### src/sfbr_pkg.sv
// Shared types, constants and the CRC-16 byte update of the sync frame bit receiver.
package sfbr_pkg;

    localparam int FRAME_BYTES = 10;
    localparam int IDX_W       = $clog2(FRAME_BYTES);
    localparam int CFG_IDX_W   = 2;
    localparam int CFG_DATA_W  = 16;

    localparam logic [15:0] CRC_POLY     = 16'h1021;
    localparam logic [15:0] BIT_PERIOD_RST = 16'd6104;
    localparam logic [14:0] HALF_BIT_RST   = 15'd3052;
    localparam logic [15:0] SYNC_MIN_RST   = 16'd227;

    localparam logic [CFG_IDX_W-1:0] REG_BIT_PERIOD = 2'd0;
    localparam logic [CFG_IDX_W-1:0] REG_HALF_BIT   = 2'd1;
    localparam logic [CFG_IDX_W-1:0] REG_SYNC_MIN   = 2'd2;

    typedef enum logic [2:0] {
        S_IDLE,
        S_WAIT,
        S_SYNC,
        S_START,
        S_BIT,
        S_READ,
        S_SEND
    } t_state;

    typedef struct packed {
        logic tick_clr;
        logic tick_inc;
        logic load_half;
        logic next_adv;
        logic byte_clr;
        logic shift_in;
        logic store_byte;
        logic emit_clr;
        logic emit_inc;
    } t_cmd;

    typedef struct packed {
        logic ge_min;
        logic due;
        logic bit_lt8;
        logic frame_end;
        logic emit_last;
    } t_status;

    // MSB-first CRC-16 over one byte.
    function automatic logic [15:0] crc16_byte(input logic [15:0] crc, input logic [7:0] data);
        logic [15:0] c;
        c = crc ^ {data, 8'h00};
        for (int i = 0; i < 8; i++) begin
            if (c[15]) begin
                c = {c[14:0], 1'b0} ^ CRC_POLY;
            end else begin
                c = {c[14:0], 1'b0};
            end
        end
        return c;
    endfunction

endpackage

### src/sfbr_ram.sv
// Generic simple dual-port RAM with registered read.
module sfbr_ram #(
    parameter int WIDTH = 8,
    parameter int DEPTH = 16
) (
    input  logic                     i_clk,
    input  logic                     i_wr_en,
    input  logic [$clog2(DEPTH)-1:0] i_wr_addr,
    input  logic [WIDTH-1:0]         i_wr_data,
    input  logic [$clog2(DEPTH)-1:0] i_rd_addr,
    output logic [WIDTH-1:0]         o_rd_data
);
    logic [WIDTH-1:0] r_mem [DEPTH];
    logic [WIDTH-1:0] r_rd_data;

    always_ff @(posedge i_clk) begin
        if (i_wr_en) begin
            r_mem[i_wr_addr] <= i_wr_data;
        end
        r_rd_data <= r_mem[i_rd_addr];
    end

    assign o_rd_data = r_rd_data;
endmodule

### src/sfbr_ctrl.sv
// Receiver controller: phase sequencing and frame readout handshakes.
module sfbr_ctrl (
    input  logic             i_clk,
    input  logic             i_rst_n,
    input  logic             i_s_valid,
    input  logic             i_bit,
    input  logic             i_m_ready,
    input  sfbr_pkg::t_status i_status,
    output sfbr_pkg::t_cmd   o_cmd,
    output logic             o_s_ready,
    output logic             o_m_valid
);
    import sfbr_pkg::*;

    t_state r_state, n_state;
    logic   acc;
    t_cmd   cmd;

    assign o_s_ready = (r_state != S_READ) && (r_state != S_SEND);
    assign o_m_valid = (r_state == S_SEND);
    assign acc       = i_s_valid && o_s_ready;

    always_ff @(posedge i_clk) begin
        if (!i_rst_n) begin
            r_state <= S_IDLE;
        end else begin
            r_state <= n_state;
        end
    end

    always_comb begin
        n_state = r_state;
        unique case (r_state)
            S_WAIT: begin
                if (acc && i_bit) n_state = S_SYNC;
            end
            S_SYNC: begin
                if (acc && !i_bit) n_state = i_status.ge_min ? S_START : S_WAIT;
            end
            S_START: begin
                if (acc && i_status.due) n_state = i_bit ? S_IDLE : S_BIT;
            end
            S_BIT: begin
                if (acc && i_status.due && !i_status.bit_lt8) begin
                    if (i_bit) n_state = S_IDLE;
                    else if (i_status.frame_end) n_state = S_READ;
                end
            end
            S_READ: n_state = S_SEND;
            S_SEND: begin
                if (i_m_ready) n_state = i_status.emit_last ? S_IDLE : S_READ;
            end
            default: begin
                // idle and unused codes
                n_state = (acc && !i_bit) ? S_WAIT : S_IDLE;
            end
        endcase
    end

    always_comb begin
        cmd = '0;
        unique case (r_state)
            S_WAIT: begin
                cmd.tick_inc = acc && i_bit;
            end
            S_SYNC: begin
                cmd.tick_inc  = acc && i_bit;
                cmd.tick_clr  = acc && !i_bit;
                cmd.load_half = acc && !i_bit && i_status.ge_min;
            end
            S_START: begin
                cmd.tick_inc = acc;
                cmd.next_adv = acc && i_status.due;
                cmd.byte_clr = acc && i_status.due && !i_bit;
            end
            S_BIT: begin
                cmd.tick_inc   = acc;
                cmd.next_adv   = acc && i_status.due;
                cmd.shift_in   = acc && i_status.due && i_status.bit_lt8;
                cmd.store_byte = acc && i_status.due && !i_status.bit_lt8 && !i_bit;
                cmd.byte_clr   = cmd.store_byte && i_status.frame_end;
                cmd.emit_clr   = cmd.store_byte && i_status.frame_end;
            end
            S_READ: begin
            end
            S_SEND: begin
                cmd.emit_inc = i_m_ready && !i_status.emit_last;
            end
            default: begin
                cmd.tick_clr = acc && !i_bit;
            end
        endcase
    end

    assign o_cmd = cmd;

`ifndef NO_ASSERTIONS
    a_no_overlap: assert property (@(posedge i_clk) disable iff (!i_rst_n)
        !(o_s_ready && o_m_valid))
        else $error("input accepted during frame readout");
    a_tick_cmd: assert property (@(posedge i_clk) disable iff (!i_rst_n)
        !(o_cmd.tick_clr && o_cmd.tick_inc))
        else $error("tick counter cleared and incremented together");
    a_frame_read: assert property (@(posedge i_clk) disable iff (!i_rst_n)
        (o_cmd.store_byte && i_status.frame_end) |=> (r_state == S_READ))
        else $error("frame end did not start readout");
    a_frame_done: assert property (@(posedge i_clk) disable iff (!i_rst_n)
        (o_m_valid && i_m_ready && i_status.emit_last) |=> (r_state == S_IDLE))
        else $error("last byte did not return to idle");
`endif
endmodule

### src/sfbr_datapath.sv
// Receiver datapath: config registers, timing counters, byte shifter, CRC and frame store.
module sfbr_datapath (
    input  logic                               i_clk,
    input  logic                               i_rst_n,
    input  logic                               i_cfg_we,
    input  logic [sfbr_pkg::CFG_IDX_W-1:0]     i_cfg_index,
    input  logic [sfbr_pkg::CFG_DATA_W-1:0]    i_cfg_data,
    input  logic                               i_bit,
    input  sfbr_pkg::t_cmd                     i_cmd,
    output sfbr_pkg::t_status                  o_status,
    output logic [7:0]                         o_frame_byte,
    output logic [3:0]                         o_byte_index,
    output logic                               o_crc_ok
);
    import sfbr_pkg::*;

    logic [15:0]      r_bit_period;
    logic [14:0]      r_half_bit;
    logic [15:0]      r_sync_min;
    logic [15:0]      r_tick, n_tick;
    logic [23:0]      r_next, n_next;
    logic [3:0]       r_bit_cnt, n_bit_cnt;
    logic [7:0]       r_shift, n_shift;
    logic [IDX_W-1:0] r_byte_cnt, n_byte_cnt;
    logic [15:0]      r_crc, n_crc;
    logic [7:0]       r_rx_lo;
    logic             r_crc_ok;
    logic [IDX_W-1:0] r_emit_idx, n_emit_idx;

    logic [15:0] tick_up;
    logic [24:0] next_sum;

    assign tick_up  = (r_tick == 16'hFFFF) ? r_tick : r_tick + 16'd1;
    assign next_sum = {1'b0, r_next} + {9'd0, r_bit_period};

    assign o_status.ge_min    = (r_tick >= r_sync_min);
    assign o_status.due       = ({tick_up, 8'h00} >= r_next);
    assign o_status.bit_lt8   = (r_bit_cnt < 4'd8);
    assign o_status.frame_end = (r_byte_cnt == IDX_W'(FRAME_BYTES - 1));
    assign o_status.emit_last = (r_emit_idx == IDX_W'(FRAME_BYTES - 1));

    always_ff @(posedge i_clk) begin
        if (!i_rst_n) begin
            r_bit_period <= BIT_PERIOD_RST;
            r_half_bit   <= HALF_BIT_RST;
            r_sync_min   <= SYNC_MIN_RST;
        end else if (i_cfg_we) begin
            unique case (i_cfg_index)
                REG_BIT_PERIOD: r_bit_period <= i_cfg_data;
                REG_HALF_BIT:   r_half_bit   <= i_cfg_data[14:0];
                REG_SYNC_MIN:   r_sync_min   <= i_cfg_data;
                default: ;
            endcase
        end
    end

    always_comb begin
        n_tick     = r_tick;
        n_next     = r_next;
        n_bit_cnt  = r_bit_cnt;
        n_shift    = r_shift;
        n_byte_cnt = r_byte_cnt;
        n_crc      = r_crc;
        n_emit_idx = r_emit_idx;

        if (i_cmd.tick_clr) n_tick = 16'd0;
        else if (i_cmd.tick_inc) n_tick = tick_up;

        if (i_cmd.load_half) n_next = {9'd0, r_half_bit};
        else if (i_cmd.next_adv) n_next = next_sum[24] ? 24'hFFFFFF : next_sum[23:0];

        if (i_cmd.shift_in) begin
            n_shift   = {i_bit, r_shift[7:1]};
            n_bit_cnt = r_bit_cnt + 4'd1;
        end

        if (i_cmd.store_byte) begin
            n_shift    = 8'd0;
            n_bit_cnt  = 4'd0;
            n_byte_cnt = r_byte_cnt + IDX_W'(1);
            // checksum covers every byte but the trailing two
            if (r_byte_cnt < IDX_W'(FRAME_BYTES - 2)) n_crc = crc16_byte(r_crc, r_shift);
        end

        if (i_cmd.byte_clr) begin
            n_shift    = 8'd0;
            n_bit_cnt  = 4'd0;
            n_byte_cnt = '0;
            n_crc      = 16'd0;
        end

        if (i_cmd.emit_clr) n_emit_idx = '0;
        else if (i_cmd.emit_inc) n_emit_idx = r_emit_idx + IDX_W'(1);
    end

    always_ff @(posedge i_clk) begin
        if (!i_rst_n) begin
            r_tick     <= 16'd0;
            r_next     <= {9'd0, HALF_BIT_RST};
            r_bit_cnt  <= 4'd0;
            r_shift    <= 8'd0;
            r_byte_cnt <= '0;
            r_crc      <= 16'd0;
            r_emit_idx <= '0;
        end else begin
            r_tick     <= n_tick;
            r_next     <= n_next;
            r_bit_cnt  <= n_bit_cnt;
            r_shift    <= n_shift;
            r_byte_cnt <= n_byte_cnt;
            r_crc      <= n_crc;
            r_emit_idx <= n_emit_idx;
        end
    end

    // received checksum: low byte kept, high byte is the one being stored last
    always_ff @(posedge i_clk) begin
        if (i_cmd.store_byte && (r_byte_cnt == IDX_W'(FRAME_BYTES - 2))) begin
            r_rx_lo <= r_shift;
        end
        if (i_cmd.store_byte && o_status.frame_end) begin
            r_crc_ok <= ({r_shift, r_rx_lo} == r_crc);
        end
    end

    sfbr_ram #(
        .WIDTH (8),
        .DEPTH (FRAME_BYTES)
    ) u_frame_ram (
        .i_clk     (i_clk),
        .i_wr_en   (i_cmd.store_byte),
        .i_wr_addr (r_byte_cnt),
        .i_wr_data (r_shift),
        .i_rd_addr (r_emit_idx),
        .o_rd_data (o_frame_byte)
    );

    assign o_byte_index = 4'(r_emit_idx);
    assign o_crc_ok     = r_crc_ok;
endmodule

### src/sync_frame_bit_receiver.sv
// Top level of the sync frame bit receiver.
// Takes one demodulated bit per input transaction: waits for a low sample, then a high sync
// run of at least sync_min_ticks samples, checks the start bit half_bit_q8/256 samples after
// the run ends and samples data bits every bit_period_q8/256 samples (Q8 timing). Frames are
// FRAME_BYTES bytes, LSB first, each followed by a separator bit that must be 0; a bad start or
// separator bit drops the frame without output. While receiving, a sample is taken every cycle
// in which the input is valid. A completed frame is read from the frame RAM one byte per output
// transaction; each byte goes through a read state for the registered RAM read and then a send
// state that output stalls hold; input tready is low during that readout. crc_ok (CRC-16,
// poly 0x1021, init 0, over all but the last two bytes, compared with those two bytes taken
// little-endian) is the same on every byte of a frame. Config writes are always ready.
module sync_frame_bit_receiver (
    input  logic                                i_clk,
    input  logic                                i_rst_n,
    input  logic                                i_cfg_valid,
    output logic                                o_cfg_ready,
    input  logic [sfbr_pkg::CFG_IDX_W-1:0]      i_cfg_index,
    input  logic [sfbr_pkg::CFG_DATA_W-1:0]     i_cfg_data,
    input  logic                                i_s_tvalid,
    output logic                                o_s_tready,
    input  logic [7:0]                          i_s_tdata,   // [0] sample_bit, [7:1] zero
    input  logic                                i_m_tready,
    output logic                                o_m_tvalid,
    output logic [15:0]                         o_m_tdata,   // [7:0] frame_byte, [11:8] byte_index
    output logic                                o_m_tlast,
    output logic                                o_m_tuser    // [0] crc_ok
);
    import sfbr_pkg::*;

    t_cmd        cmd;
    t_status     status;
    logic [7:0]  frame_byte;
    logic [3:0]  byte_index;

    assign o_cfg_ready = 1'b1;

    sfbr_ctrl u_ctrl (
        .i_clk     (i_clk),
        .i_rst_n   (i_rst_n),
        .i_s_valid (i_s_tvalid),
        .i_bit     (i_s_tdata[0]),
        .i_m_ready (i_m_tready),
        .i_status  (status),
        .o_cmd     (cmd),
        .o_s_ready (o_s_tready),
        .o_m_valid (o_m_tvalid)
    );

    sfbr_datapath u_datapath (
        .i_clk        (i_clk),
        .i_rst_n      (i_rst_n),
        .i_cfg_we     (i_cfg_valid),
        .i_cfg_index  (i_cfg_index),
        .i_cfg_data   (i_cfg_data),
        .i_bit        (i_s_tdata[0]),
        .i_cmd        (cmd),
        .o_status     (status),
        .o_frame_byte (frame_byte),
        .o_byte_index (byte_index),
        .o_crc_ok     (o_m_tuser)
    );

    assign o_m_tdata = {4'd0, byte_index, frame_byte};
    assign o_m_tlast = status.emit_last;
endmodule

### config.mk
export PLATFORM = sky130hd
export DESIGN_NAME = sync_frame_bit_receiver
export DESIGN_NICKNAME = d
export VERILOG_FILES = /design/src/sfbr_pkg.sv /design/src/sfbr_ram.sv /design/src/sfbr_ctrl.sv /design/src/sfbr_datapath.sv /design/src/sync_frame_bit_receiver.sv
export SDC_FILE = /design/constraint.sdc
export NUM_CORES = 1
export LEC_CHECK = 0
export BUFFER_PORTS_ARGS = -buffer_cell sky130_fd_sc_hd__buf_2
export CAP_MARGIN = 20
export CORE_UTILIZATION = 30
export DETAILED_ROUTE_END_ITERATION = 10
export SYNTH_ARGS = -nofsm -noshare
export SYNTH_HDL_FRONTEND = slang
export SYNTH_SLANG_ARGS = --single-unit
### constraint.sdc
create_clock -name i_clk -period 11.1 [get_ports i_clk]
set_clock_uncertainty 0.15 [all_clocks]
set_input_delay 1.11 -clock i_clk [delete_from_list [all_inputs] [get_ports i_clk]]
set_output_delay 1.11 -clock i_clk [all_outputs]
set_load 0.02 [all_outputs]
== Word-level counts from Yosys, hierarchy flattened ==
Memory sizes are Yosys's and may differ from the RTL's. A register that Yosys moved wholly into a read port is not among the register bits.
Index checks and enable logic that the tools add are counted.

* Output and inout port bits: 21
* RAM bits: 80
* Logic and storage cells: 133
* Memories: 1
* Input bits: 31
* Register bits after elaboration: 135

{| class="wikitable"
|+ Memories
! name !! words !! bits a word !! read ports !! clocked after memory_dff !! wr ports !! RTL line !! source
|-
| u_datapath.u_frame_ram.r_mem || 10 || 8 || 1 || 1 || 1 || sfbr_ram.sv:13 || <nowiki>logic [WIDTH-1:0] r_mem [DEPTH];</nowiki>
|}

* Bitwise operators: 10
* $lt $le $gt $ge: 4
* Add/subtract/negate cells: 5
* Reduce and logical (&&, ||, !) cells: 32
* Eq/ne operators: 21
* Muxes and demuxes: 46

{| class="wikitable"
|+ Operator list
! operator !! number
|-
| 16-bit 2-to-1 mux || 15
|-
| 13-bit 2-to-1 mux || 8
|-
| 15-bit 2-to-1 mux || 2
|-
| 3-bit 2-to-1 mux || 10
|-
| 24-bit by 16-bit adder with 25-bit output || 1
|-
| 24-bit >= comparator || 1
|-
| 24-bit 2-to-1 mux || 1
|-
| 3-bit NOT || 8
|-
| 3-bit case mux with 6 select lines || 1
|-
| 16-bit by 1-bit adder with 16-bit output, second input constant || 1
|-
| 16-bit == test || 1
|-
| 16-bit == test, second input constant || 1
|-
| 16-bit >= comparator || 1
|-
| 16-bit bitwise XOR || 1
|-
| 1-bit logical AND || 14
|-
| 4-bit by 1-bit adder with 4-bit output, second input constant || 3
|-
| 4-bit == test, second input constant || 3
|-
| 2-bit OR reduction || 6
|-
| 3-bit == test, second input constant || 3
|-
| 4-bit less-than comparator, second input constant || 2
|-
| 2-bit by 1-bit inequality test with 1-bit output, second input constant || 4
|-
| 2-bit AND reduction || 4
|-
| 3-bit by 2-bit == test with 1-bit output, second input constant || 2
|-
| 1-bit 2-to-1 mux || 6
|-
| 16 further kinds || 19
|}

== Longest topological paths before layout ==
Gate-level depths: netlist of the first run.

* Depth in word-level cells: 35
* Mapped depth: 18
* Mapped depth without buffers: 14

== Cells and area by module ==
From an unflattened synthesis of the first run, not the netlist that was laid out.

* Cell total of the unflattened synthesis: 1160
* Area, all modules: 11415.9 sq um

{| class="wikitable"
|+ By module, submodules not included
! module !! instances !! area each (sq um) !! sequential area each (sq um) !! cells each
|-
| sfbr_datapath || 1 || 7514.7 || 2732.6 || 897
|-
| sfbr_ram || 1 || 3402.0 || 2562.5 || 189
|-
| sfbr_ctrl || 1 || 454.2 || 60.1 || 67
|-
| sync_frame_bit_receiver || 1 || 45.0 || 0.0 || 7
|}

== Worst setup path before layout of the first run ==
OpenSTA, ideal clock, no wires.

* Path kind: reg-to-reg
* Start: reg u_datapath.r_tick[4]
* End: mem u_datapath.u_frame_ram.r_mem[5][0], enable pin
* Setup time: 0.332 ns
* Stages on the path, launching flop included: 17
* Slack: 6.212 ns
* Arrival time: 4.406 ns
* Buffers on the path: 4
* Path through: dfxtp_1 -> clkbuf_1 -> and4_1 -> nand4_1 -> nor4_2 -> clkbuf_1 -> nand2b_1 -> xnor2_1 -> ha_1 -> or4b_1 -> nor4_4 -> o211ai_4 -> a211oi_4 -> nor2b_1 -> buf_2 -> buf_6 -> and3_1

* Cells in the longest elaborated chain, start to end: 9
* Elaborated cells between the ends (all ways): 10
* Those cells by class: add/sub (1); order compare (1); eq/ne (1); mux (4); reduce/logical (3)

{| class="wikitable"
|+ Ends and longest elaborated chain
! element !! RTL line !! source
|-
| from (decl) || sfbr_datapath.sv:20 || <nowiki>logic [15:0] r_tick, n_tick;</nowiki>
|-
| from (signal assigned) || sfbr_datapath.sv:106 || <nowiki>r_tick <= n_tick;</nowiki>
|-
| 16-bit == test || sfbr_datapath.sv:33 || <nowiki>assign tick_up = (r_tick == 16'hFFFF) ? r_tick : r_tick + 16'd1;</nowiki>
|-
| 16-bit 2-to-1 mux || sfbr_datapath.sv:33 ||
|-
| named net u_datapath.tick_up[2] || sfbr_datapath.sv:30 || <nowiki>logic [15:0] tick_up;</nowiki>
|-
| 24-bit >= comparator || sfbr_datapath.sv:37 || <nowiki>assign o_status.due = ({tick_up, 8'h00} >= r_next);</nowiki>
|-
| 1-bit logical AND (3 in a row) || sfbr_ctrl.sv:80 || <nowiki>cmd.store_byte = acc && i_status.due && !i_status.bit_lt8 && !i_bit;</nowiki>
|-
| 3-bit 2-to-1 mux || sfbr_ctrl.sv:62 || <nowiki>unique case (r_state)</nowiki>
|-
| 1-bit 2-to-1 mux || sfbr_ram.sv:17 || <nowiki>if (i_wr_en) begin</nowiki>
|-
| 1-bit 2-to-1 mux (implied by the code) || sfbr_ram.sv:18 || <nowiki>r_mem[i_wr_addr] <= i_wr_data;</nowiki>
|-
| to (decl) || sfbr_ram.sv:13 ||
|}

The timed path passes the listed nets, and every way through them passes these cells.

== Final worst setup path of the first run ==
* Start: reg u_datapath.r_tick[1]
* End: mem u_datapath.u_frame_ram.r_mem[0][1], enable pin

* Cells in the longest elaborated chain, start to end: 9
* Elaborated cells between the ends (all ways): 10
* Those cells by class: add/sub (1); order compare (1); eq/ne (1); mux (4); reduce/logical (3)

{| class="wikitable"
|+ Ends and longest elaborated chain
! element !! RTL line
|-
| 16-bit by 1-bit adder with 16-bit output or 16-bit == test (tied branches) || sfbr_datapath.sv:33
|-
| 16-bit 2-to-1 mux * || sfbr_datapath.sv:33
|-
| named net u_datapath.tick_up[2] || sfbr_datapath.sv:30
|-
| 24-bit >= comparator * || sfbr_datapath.sv:37
|-
| 1-bit logical AND * (3 in a row) || sfbr_ctrl.sv:80
|-
| 3-bit 2-to-1 mux * || sfbr_ctrl.sv:62
|-
| 1-bit 2-to-1 mux * || sfbr_ram.sv:17
|-
| 1-bit 2-to-1 mux (implied by the code) * || sfbr_ram.sv:18
|}

The timed path passes the listed nets; every way through them passes the cells marked *.

==> impl_metrics.yaml, run 1 <==
outcome:
  outcome: "finished clean"
sta:
  finalSetupViolCount: 0
  fin_crit_sh_pct: 46.6
  fin_hold_ws_ns: 0.303
  rsz0062_at_grt: "no"
  drv_slew: 0
  hold_violations: 0
  tightestPinTransition_ns: 0.948
  finalCriticalPeriod_ns: 5.18
  fin_tns_setup_ns: 0
  relSlewSlack_pct: 36.6
  setup_ws_ns: 5.92
  max_freq_mhz: 193
critical_path:
  critPathMaxFanout: 19
  reg2reg_to: "u_datapath.u_frame_ram.r_mem[0][1]"
  reg2reg_from: "u_datapath.r_tick[1]"
  rrSetupSlack_ns: 5.92
  worstSetupStartpointType: "flip-flop"
  ff2ff_path_depth: 14
  path_class: "flip-flop to flip-flop"
  worst_ep_arrival_time_ns: 5.20
  critPathCaptureType: "flip-flop"
  cp.required_ns: 11.12
  crit_start: "u_datapath.r_tick[1]"
  endpoint: "u_datapath.u_frame_ram.r_mem[0][1]"
routing:
  drc: 0
  viasPerCell: 4.93
  antenna_left: 0
  drt_wl_total_mm: 24.2
  wl_per_cell_um: 15.3
  drtIter0Drc: 519
  vias: 7812
  drt_pass1_iterations: 6
clocking:
  numCtsBuffers: 22
  clk_pin_slew_ns: 0.06
  h-tree-depth: 1
  ctsResizeCount: 0
  clk_latency_ns: 0.53
  postCtsHoldBufs: 0
  cts_tree: "yes"
  cts_root_buf: "clkbuf_16"
  cts.sinks: 215
  cts_buffer_depth: 3
  cts_setup_buffers: 0
final_layout:
  antenna_cells: 0
  nNetsFinal: 1202
  design_area_mm2: 0.0120
  post-route-util_pct: 34.3
  syn2layout_area_growth_pct: 11.7
  drive_above_1_share_pct: 10.4
  finalNonFillerCells: 1583
power_and_ir_drop:
  power_mw: 1.69
  p_leak_nw: 4.39
  power_per_cell_area_mw_per_mm2: 141
  max-vdd-ir-drop_mv: 0.124
grt:
  antenna_found_initial: 0
  grt_pass1_vias: 7444
  grt_pass1_wl_mm: 39.9
  track_usage_pct: 13.6
  grt-ovfl-total: 0
  grt_max_degree: 43
worst_hold_path:
  hp-class: "flip-flop to flip-flop"
die:
  die_h_um: 191
  core_area_mm2: 0.0349
  io_pins: 52
  start_util_pct: 30.7
  dieArea_mm2: 0.0365
  die_w_um: 191
  rows: 68
synth:
  synth_seq_area_share_pct: 47.7
  synth-main-ff-cell: "dfxtp_1"
  netlist-cell-type-count: 71
  synth_area_leaders: "dfxtp_1 (25%), edfxtp_1 (23%), ha_1 (6.5%)"
  synth_seq_cells: 215
  synth_top_area_share_pct: 25.0
  synth_largest_area_cell: "dfxtp_1"
  async_flop_share_pct: 0
  synth-edff-count: 81
  syn-cell-area_mm2: 0.0107
  syn_avg_cell_area_um2: 9.79
  netlist_instances: 1095
  yosys_warnings: 0
placement:
  dp_cells: 1545
  dpl_worst_slack_ns: 5.83
  hpwl_mm: 17.0
  place.gp.congestion: 0.789
  port_buffers: 39
  placement.cell_area_mm2: 0.0113
flow_run:
  maxCapViolCount: 0
==> state kept, by name, indices dropped and copies added, names as in the netlist <==
signal,cells
u_ctrl.r_state,3
u_datapath.o_byte_index,4
u_datapath.o_crc_ok,1
u_datapath.r_bit_cnt,4
u_datapath.r_bit_period,16
u_datapath.r_byte_cnt,4
u_datapath.r_crc,16
u_datapath.r_half_bit,15
u_datapath.r_next,24
u_datapath.r_rx_lo,7
u_datapath.r_shift,8
u_datapath.r_sync_min,16
u_datapath.r_tick,16
u_datapath.u_frame_ram.o_rd_data,8
u_datapath.u_frame_ram.r_mem,73
==> routing by layer <==
metal | GRT usage [%] | vias up | part of all wire (%)
li1 | - | 3937 | -
met1 | 18.8 | 3700 | 48
met2 | 22.4 | 150 | 47
met3 | 2.02 | 25 | 3.8
met4 | 2.31 | 0 | 1.4
met5 | 0 | - | 0
==> cell families after synthesis <==
| group | Yosys count | synth area share [%] |
|---|---|---|
| flip-flops | 215 | 47.7 |
| multiplexers | 33 | 4.98 |
| buffers and inverters | 102 | 3.91 |
| adder cells (fa/ha/maj) | 57 | 6.72 |
| AND/OR/NAND/NOR | 389 | 17.2 |
| other | 2 | 0.0701 |
| XOR/XNOR | 71 | 5.80 |
| AO/OA/AOI/OAI | 226 | 13.5 |
==> cells in the mapped netlist, drive strengths merged (14+ instances only) <==
cell / instances
ha: 56
clkbuf: 41
xnor2: 41
xor2: 30
nor2b: 15
nand3: 39
mux2i: 14
mux4: 16
a211oi: 22
nand2b: 17
nor3: 21
inv: 47
nor2: 69
edfxtp: 81
o21ai: 39
dfxtp: 134
nand2: 163
a21oi: 97
==> critical path, stage by stage, from the launching register on <==
cell and delay (ns):
dfxtp_1 0.46, ha_1 0.25, nand3_1 0.30, nor4_2 0.35
buf_4 0.27, nand2b_1 0.15, xnor2_1 0.07, ha_1 0.32
or4b_1 0.50, nor4_4 0.31, o211ai_4 0.18, a211oi_4 0.46
nand2b_1 0.36, nor2_1 0.26, and2_1 0.44
==> cells in the final DEF (no fill, tap or decap), types with 15 or more instances in the layout <==
cell type / n
nand2_1: 162
dfxtp_1: 133
a21oi_1: 95
edfxtp_1: 81
nor2_1: 69
ha_1: 56
inv_1: 47
xnor2_1: 41
nand3_1: 39
buf_2: 39
o21ai_0: 36
xor2_1: 30
clkbuf_16: 22
nor3_1: 21
a211oi_1: 20
nand2b_1: 17
mux4_2: 16
nor2b_1: 15
==> how the worst min path moves through the flow <==
stage | end | from | cells after the start | slack [ns]
2_1_floorplan | u_datapath.r_sync_min[10] | u_datapath.r_sync_min[10] | 2 | 0.29
3_3_place_gp | u_datapath.r_half_bit[0] | u_datapath.r_half_bit[0] | 2 | 0.30
3_5_place_dp | u_datapath.r_sync_min[3] | u_datapath.r_sync_min[3] | 2 | 0.30
4_1_cts | u_datapath.r_sync_min[3] | u_datapath.r_sync_min[3] | 2 | 0.31
5_1_grt | u_datapath.r_half_bit[0] | u_datapath.r_half_bit[0] | 2 | 0.33
6_report | u_datapath.r_sync_min[8] | u_datapath.r_sync_min[8] | 2 | 0.30
==> power by group <==
group / internal [mW] / switching [mW]
clock network: 0.381 / 0.312
logic: 0.0569 / 0.0884
registers: 0.825 / 0.0220
total: 1.26 / 0.422
==> cell type report <==
type	count	area, µm²
fillers	3536	22900
multi-input cells	781	5190
flip-flops and latches	215	5120
clock buffers	28	593
well taps	455	569
repair buffers	46	248
inverters	48	180
clock inverters	10	71.3
Power figures use the tool's default switching activity.
==> run 2: changes to the inputs <==
clock period = 4.9 ns   (was 11.1 ns; I/O delays follow)
==> run 2 against run 1 <==
  * Core utilization grew 0.31 points
  * Clock power is 130% higher
  * Clock-buffer cell count grew 1
  * Die area is the same
  * Total power is 130% higher
  * Cell area increased by 0.91%
  * First-iteration DRC count rose by 0.96%
  * Combinational power rose by 120%
  * Sequential share of layout area decreased by 0.39 points
  * Largest power group unchanged
==> impl_metrics.yaml, run 2 (synthesized netlist as in run 1, its figures left out) <==
routing:
  drt_pass1_iterations: 5
  antenna_left: 0
  drc: 0
  viasPerCell: 4.98
  vias: 7941
  wl_per_cell_um: 15.4
  drtIter0Drc: 524
  drt_wl_total_mm: 24.6
critical_path:
  path_class: "flip-flop to flip-flop"
  cp.required_ns: 5.17
  ff2ff_path_depth: 15
  cpPeakStageDelay_ns: 0.46
  crit_top_cell: "buf_4"
  critPathBufInv: 3
  worstSetupPathDepth: 15
  critPathMaxFanout: 20
  worst_ep_arrival_time_ns: 4.76
  crit_start: "u_datapath.r_tick[7]"
  critPathSlowestCell: "dfxtp_1"
  critPathTopFamily: "compound AO/OA/AOI/OAI gates"
  reg2reg_from: "u_datapath.r_tick[7]"
  worstSetupStartpointType: "flip-flop"
  path_cells: "and4_1 > nand4_1 > nor4_2 > buf_4 > mux2_2 > ha_1 > a21o_1 > a211o_1 > o211ai_4 > a211oi_4 > buf_4 > a31o_2 > nand2b_1 > buf_4 > a211oi_1"
  critPathCaptureType: "flip-flop"
worst_hold_path:
  min-delay-start: "i_cfg_data[11]"
  hold-path-cell-count: 3
  hp-class: "input pin to flip-flop"
die:
  start_util_pct: 30.7
  rows: 68
  core_area_mm2: 0.0349
  die_w_um: 191
  io_pins: 52
  die_h_um: 191
  dieArea_mm2: 0.0365
sta:
  fin_crit_sh_pct: 91.6
  rsz0062_at_grt: "no"
  drv_slew: 0
  setup_ws_ns: 0.410
  max_freq_mhz: 223
  fin_tns_setup_ns: 0
  hold_violations: 0
  finalSetupViolCount: 0
  relSlewSlack_pct: 37.6
  finalCriticalPeriod_ns: 4.49
  tightestPinTransition_ns: 0.936
clocking:
  cts_root_buf: "clkbuf_16"
  cts_setup_buffers: 0
  numCtsBuffers: 22
  h-tree-depth: 1
  cts_tree: "yes"
  clk_latency_ns: 0.51
  cts_buffer_depth: 3
  clk_pin_slew_ns: 0.06
  ctsResizeCount: 0
  cts.sinks: 215
  postCtsHoldBufs: 0
placement:
  port_buffers: 39
  dp_cells: 1556
  place.gp.congestion: 0.788
  hpwl_mm: 17.4
  dpl_worst_slack_ns: 0.436
final_layout:
  drive_above_1_share_pct: 10.9
  largest_reg_flops: 73
  syn2layout_area_growth_pct: 12.7
  layout_commonest_cell: "nand2_1"
  top_register: "u_datapath.u_frame_ram.r_mem"
  final_cell_mix: "nand2_1 (162), dfxtp_1 (133), a21oi_1 (95)"
  largestRegisters: "u_datapath.u_frame_ram.r_mem (73), u_datapath.r_next (24)"
  post-route-util_pct: 34.6
  finalNonFillerCells: 1594
  antenna_cells: 0
  nNetsFinal: 1213
power_and_ir_drop:
  power_per_cell_area_mw_per_mm2: 319
  max-vdd-ir-drop_mv: 0.250
  p_leak_nw: 4.64
  power_mw: 3.86
grt:
  grt_max_degree: 43
  grt_pass1_wl_mm: 40.1
  grt-ovfl-total: 0
  grt_pass1_vias: 7672
  track_usage_pct: 13.6
  antenna_found_initial: 0
flow_run:
  maxCapViolCount: 0
outcome:
  outcome: "finished clean"
-- run 2: changes by cell type in the layout (fill, tap and decap cells not counted), moves of 2 or more --
cell | before | now
inv_4 | 3 | 0
clkinv_1 | 1 | 5
buf_4 | 7 | 17
clkinv_2 | 4 | 2
-- run 2: area by class of cell --
class | count | area [µm²]
clock buffer | 29 | 607
clock inverter | 9 | 80.1
fill | 3573 | 22800
inverter | 48 | 180
multi-input combinational | 781 | 5190
sequential | 215 | 5120
tap | 455 | 569
timing repair buffer | 57 | 334
-- run 2: tightest hold or removal path, cell delays in order --
cell	delay, ns
buf_2	0.10
nand2_1	0.05
nand3_1	0.06
-- run 2: worst paths after layout --
kind                                             endpoint  slack [ns]
worst max-delay path                  u_datapath.r_crc[4]        0.41
worst min-delay path            u_datapath.r_half_bit[11]        0.09
worst max register to register        u_datapath.r_crc[4]        0.41
worst min register to register   u_datapath.r_sync_min[2]        0.31
-- run 2: power breakdown --
group / switching, mW / internal [mW] / total (mW)
Combinational: 0.197 / 0.130 / 0.326
Sequential: 0.0518 / 1.87 / 1.92
Clock: 0.686 / 0.924 / 1.61
-- run 2: stage by stage --
stage / hold WS (ns) / area (µm²)
finish: 0.0905 / 12100
detailed placement: 0.302 / 11400
floorplan: 0.286 / 10700
global placement: 0.299 / 11400
global route: 0.0855 / 12100
CTS: 0.0693 / 12100
-- run 2: routing by layer --
layer	global-route usage, %	share of wire, %	vias to the layer above
li1	-	-	3956
met1	18.7	48	3831
met2	22.7	47	120
met3	1.71	3.2	34
met4	2.89	1.7	0
met5	0	0	-
==> run 3: changes to the inputs <==
PLACE_DENSITY = 0.45   (was not set)
==> run 3 against run 2 <==
  * Core utilization rose by 0.77 points
  * Largest power group unchanged
  * Sequential cell count did not move
  * Critical endpoint is now u_datapath.r_next[14]
  * Die area did not move
  * First-iteration DRC count fell by 20%
  * Wire length rose by 10%
  * Sequential power barely moved
==> impl_metrics.yaml, run 3 (synthesized netlist as in run 1, its figures left out) <==
clocking:
  postCtsHoldBufs: 0
  cts_buffer_depth: 3
  cts.sinks: 215
  h-tree-depth: 1
  clk_pin_slew_ns: 0.06
  clk_latency_ns: 0.53
  cts_tree: "yes"
  cts_setup_buffers: 0
  numCtsBuffers: 26
  ctsResizeCount: 0
  cts_root_buf: "clkbuf_16"
routing:
  drtIter0Drc: 421
  viasPerCell: 4.86
  drt_pass1_iterations: 5
  drc: 0
  wl_per_cell_um: 16.8
  drt_wl_total_mm: 27.1
  vias: 7851
  antenna_left: 0
sta:
  finalCriticalPeriod_ns: 4.40
  rsz0062_at_grt: "no"
  tightestPinTransition_ns: 0.976
  finalSetupViolCount: 0
  max_freq_mhz: 227
  hold_violations: 0
  drv_slew: 0
  setup_ws_ns: 0.495
  fin_tns_setup_ns: 0
  fin_crit_sh_pct: 89.9
  relSlewSlack_pct: 35.0
placement:
  dp_cells: 1569
  hpwl_mm: 18.9
  port_buffers: 39
  place.gp.congestion: 0.781
  dpl_worst_slack_ns: 0.463
die:
  start_util_pct: 30.7
  die_w_um: 191
  rows: 68
  core_area_mm2: 0.0349
  die_h_um: 191
  io_pins: 52
  dieArea_mm2: 0.0365
critical_path:
  path_cells: "ha_1 > nand3_1 > buf_4 > nor4_1 > and2_1 > nand4_1 > mux2_2 > ha_1 > nand2_1 > o21ai_0 > buf_4 > a211oi_2 > buf_4 > a221oi_4 > a21oi_2 > a22oi_1 > a31oi_1"
  critPathMaxFanout: 15
  critPathTopFamily: "compound AO/OA/AOI/OAI gates"
  worstSetupStartpointType: "flip-flop"
  cp.required_ns: 5.21
  cpPeakStageDelay_ns: 0.63
  critPathCaptureType: "flip-flop"
  worst_ep_arrival_time_ns: 4.71
  critPathSlowestCell: "a21oi_2"
  critPathBufInv: 3
  crit_top_cell: "buf_4"
  path_class: "flip-flop to flip-flop"
power_and_ir_drop:
  p_leak_nw: 4.80
  max-vdd-ir-drop_mv: 0.222
  power_mw: 4.16
  power_per_cell_area_mw_per_mm2: 337
grt:
  track_usage_pct: 14.9
  grt_max_degree: 30
  grt-ovfl-total: 0
  antenna_found_initial: 0
  grt_pass1_vias: 7668
  grt_pass1_wl_mm: 42.6
flow_run:
  maxCapViolCount: 0
final_layout:
  fillers: 3583
  post-route-util_pct: 35.4
  finalNonFillerCells: 1615
  multi_input_area_mm2: 0.00519
  largest_reg_flops: 73
  seqCellArea_mm2: 0.00512
  nNetsFinal: 1230
  layout_commonest_cell: "nand2_1"
  top_register: "u_datapath.u_frame_ram.r_mem"
  drive_above_1_share_pct: 12.8
  syn2layout_area_growth_pct: 15.2
  antenna_cells: 0
  largestRegisters: "u_datapath.u_frame_ram.r_mem (73), u_datapath.r_next (24)"
  final_cell_mix: "nand2_1 (162), dfxtp_1 (133), a21oi_1 (95)"
outcome:
  outcome: "finished clean"
worst_hold_path:
  hp-class: "input pin to flip-flop"
## run 3: cell count changes in the layout (fill, tap and decap cells not counted), sizes merged
cell and change:
clkinvlp +1, buf +13, clkinv -2, clkbuf +8, inv +1
## run 3: worst paths after layout
check        cells after the start  slack [ns]                      start                          to
max                             17        0.50       u_datapath.r_tick[1]       u_datapath.r_next[14]
min                              3        0.06              i_cfg_data[6]  u_datapath.r_bit_period[6]
max reg2reg                     17        0.50       u_datapath.r_tick[1]       u_datapath.r_next[14]
min reg2reg                      2        0.31  u_datapath.r_sync_min[12]   u_datapath.r_sync_min[12]
## run 3: power by group
| part | leakage, nW | switching [mW] | total [mW] | internal, mW |
|---|---|---|---|---|
| Combinational | 2.44 | 0.212 | 0.347 | 0.135 |
| Clock | 0.421 | 0.764 | 1.90 | 1.13 |
| Sequential | 1.94 | 0.0466 | 1.92 | 1.87 |
## run 3: worst reg2reg max path, cell delays in order (launching register included)
cell	delay (ns)
dfxtp_1	0.42
ha_1	0.23
nand3_1	0.13
buf_4	0.19
nor4_1	0.29
and2_1	0.21
nand4_1	0.12
mux2_2	0.31
ha_1	0.27
nand2_1	0.08
o21ai_0	0.08
buf_4	0.15
a211oi_2	0.39
buf_4	0.22
a221oi_4	0.09
a21oi_2	0.63
a22oi_1	0.17
a31oi_1	0.20
## run 3: per-stage QoR
stage          hold WS, ns  instance area, µm²
4_1_cts             0.0308               12400
5_1_grt             0.0512               12400
2_1_floorplan        0.286               10700
3_5_place_dp         0.298               11500
6_report            0.0596               12400
3_3_place_gp         0.297               11500
## run 3: metal layers
metal	GRT usage, %	vias up	share of wire, %
met5	0	-	0
met4	3.78	0	1.9
met3	1.78	32	2.5
met2	24.7	115	46
met1	20.6	3705	49
li1	-	3999	-
## run 3: layout make-up
type / instances / share of cell area (%)
timing repair buffer: 70 / 3.57
multi-input combinational: 781 / 42.1
clock buffer: 37 / 6.17
sequential: 215 / 41.4
inverter: 48 / 1.46
tap: 455 / 4.61
clock inverter: 9 / 0.719
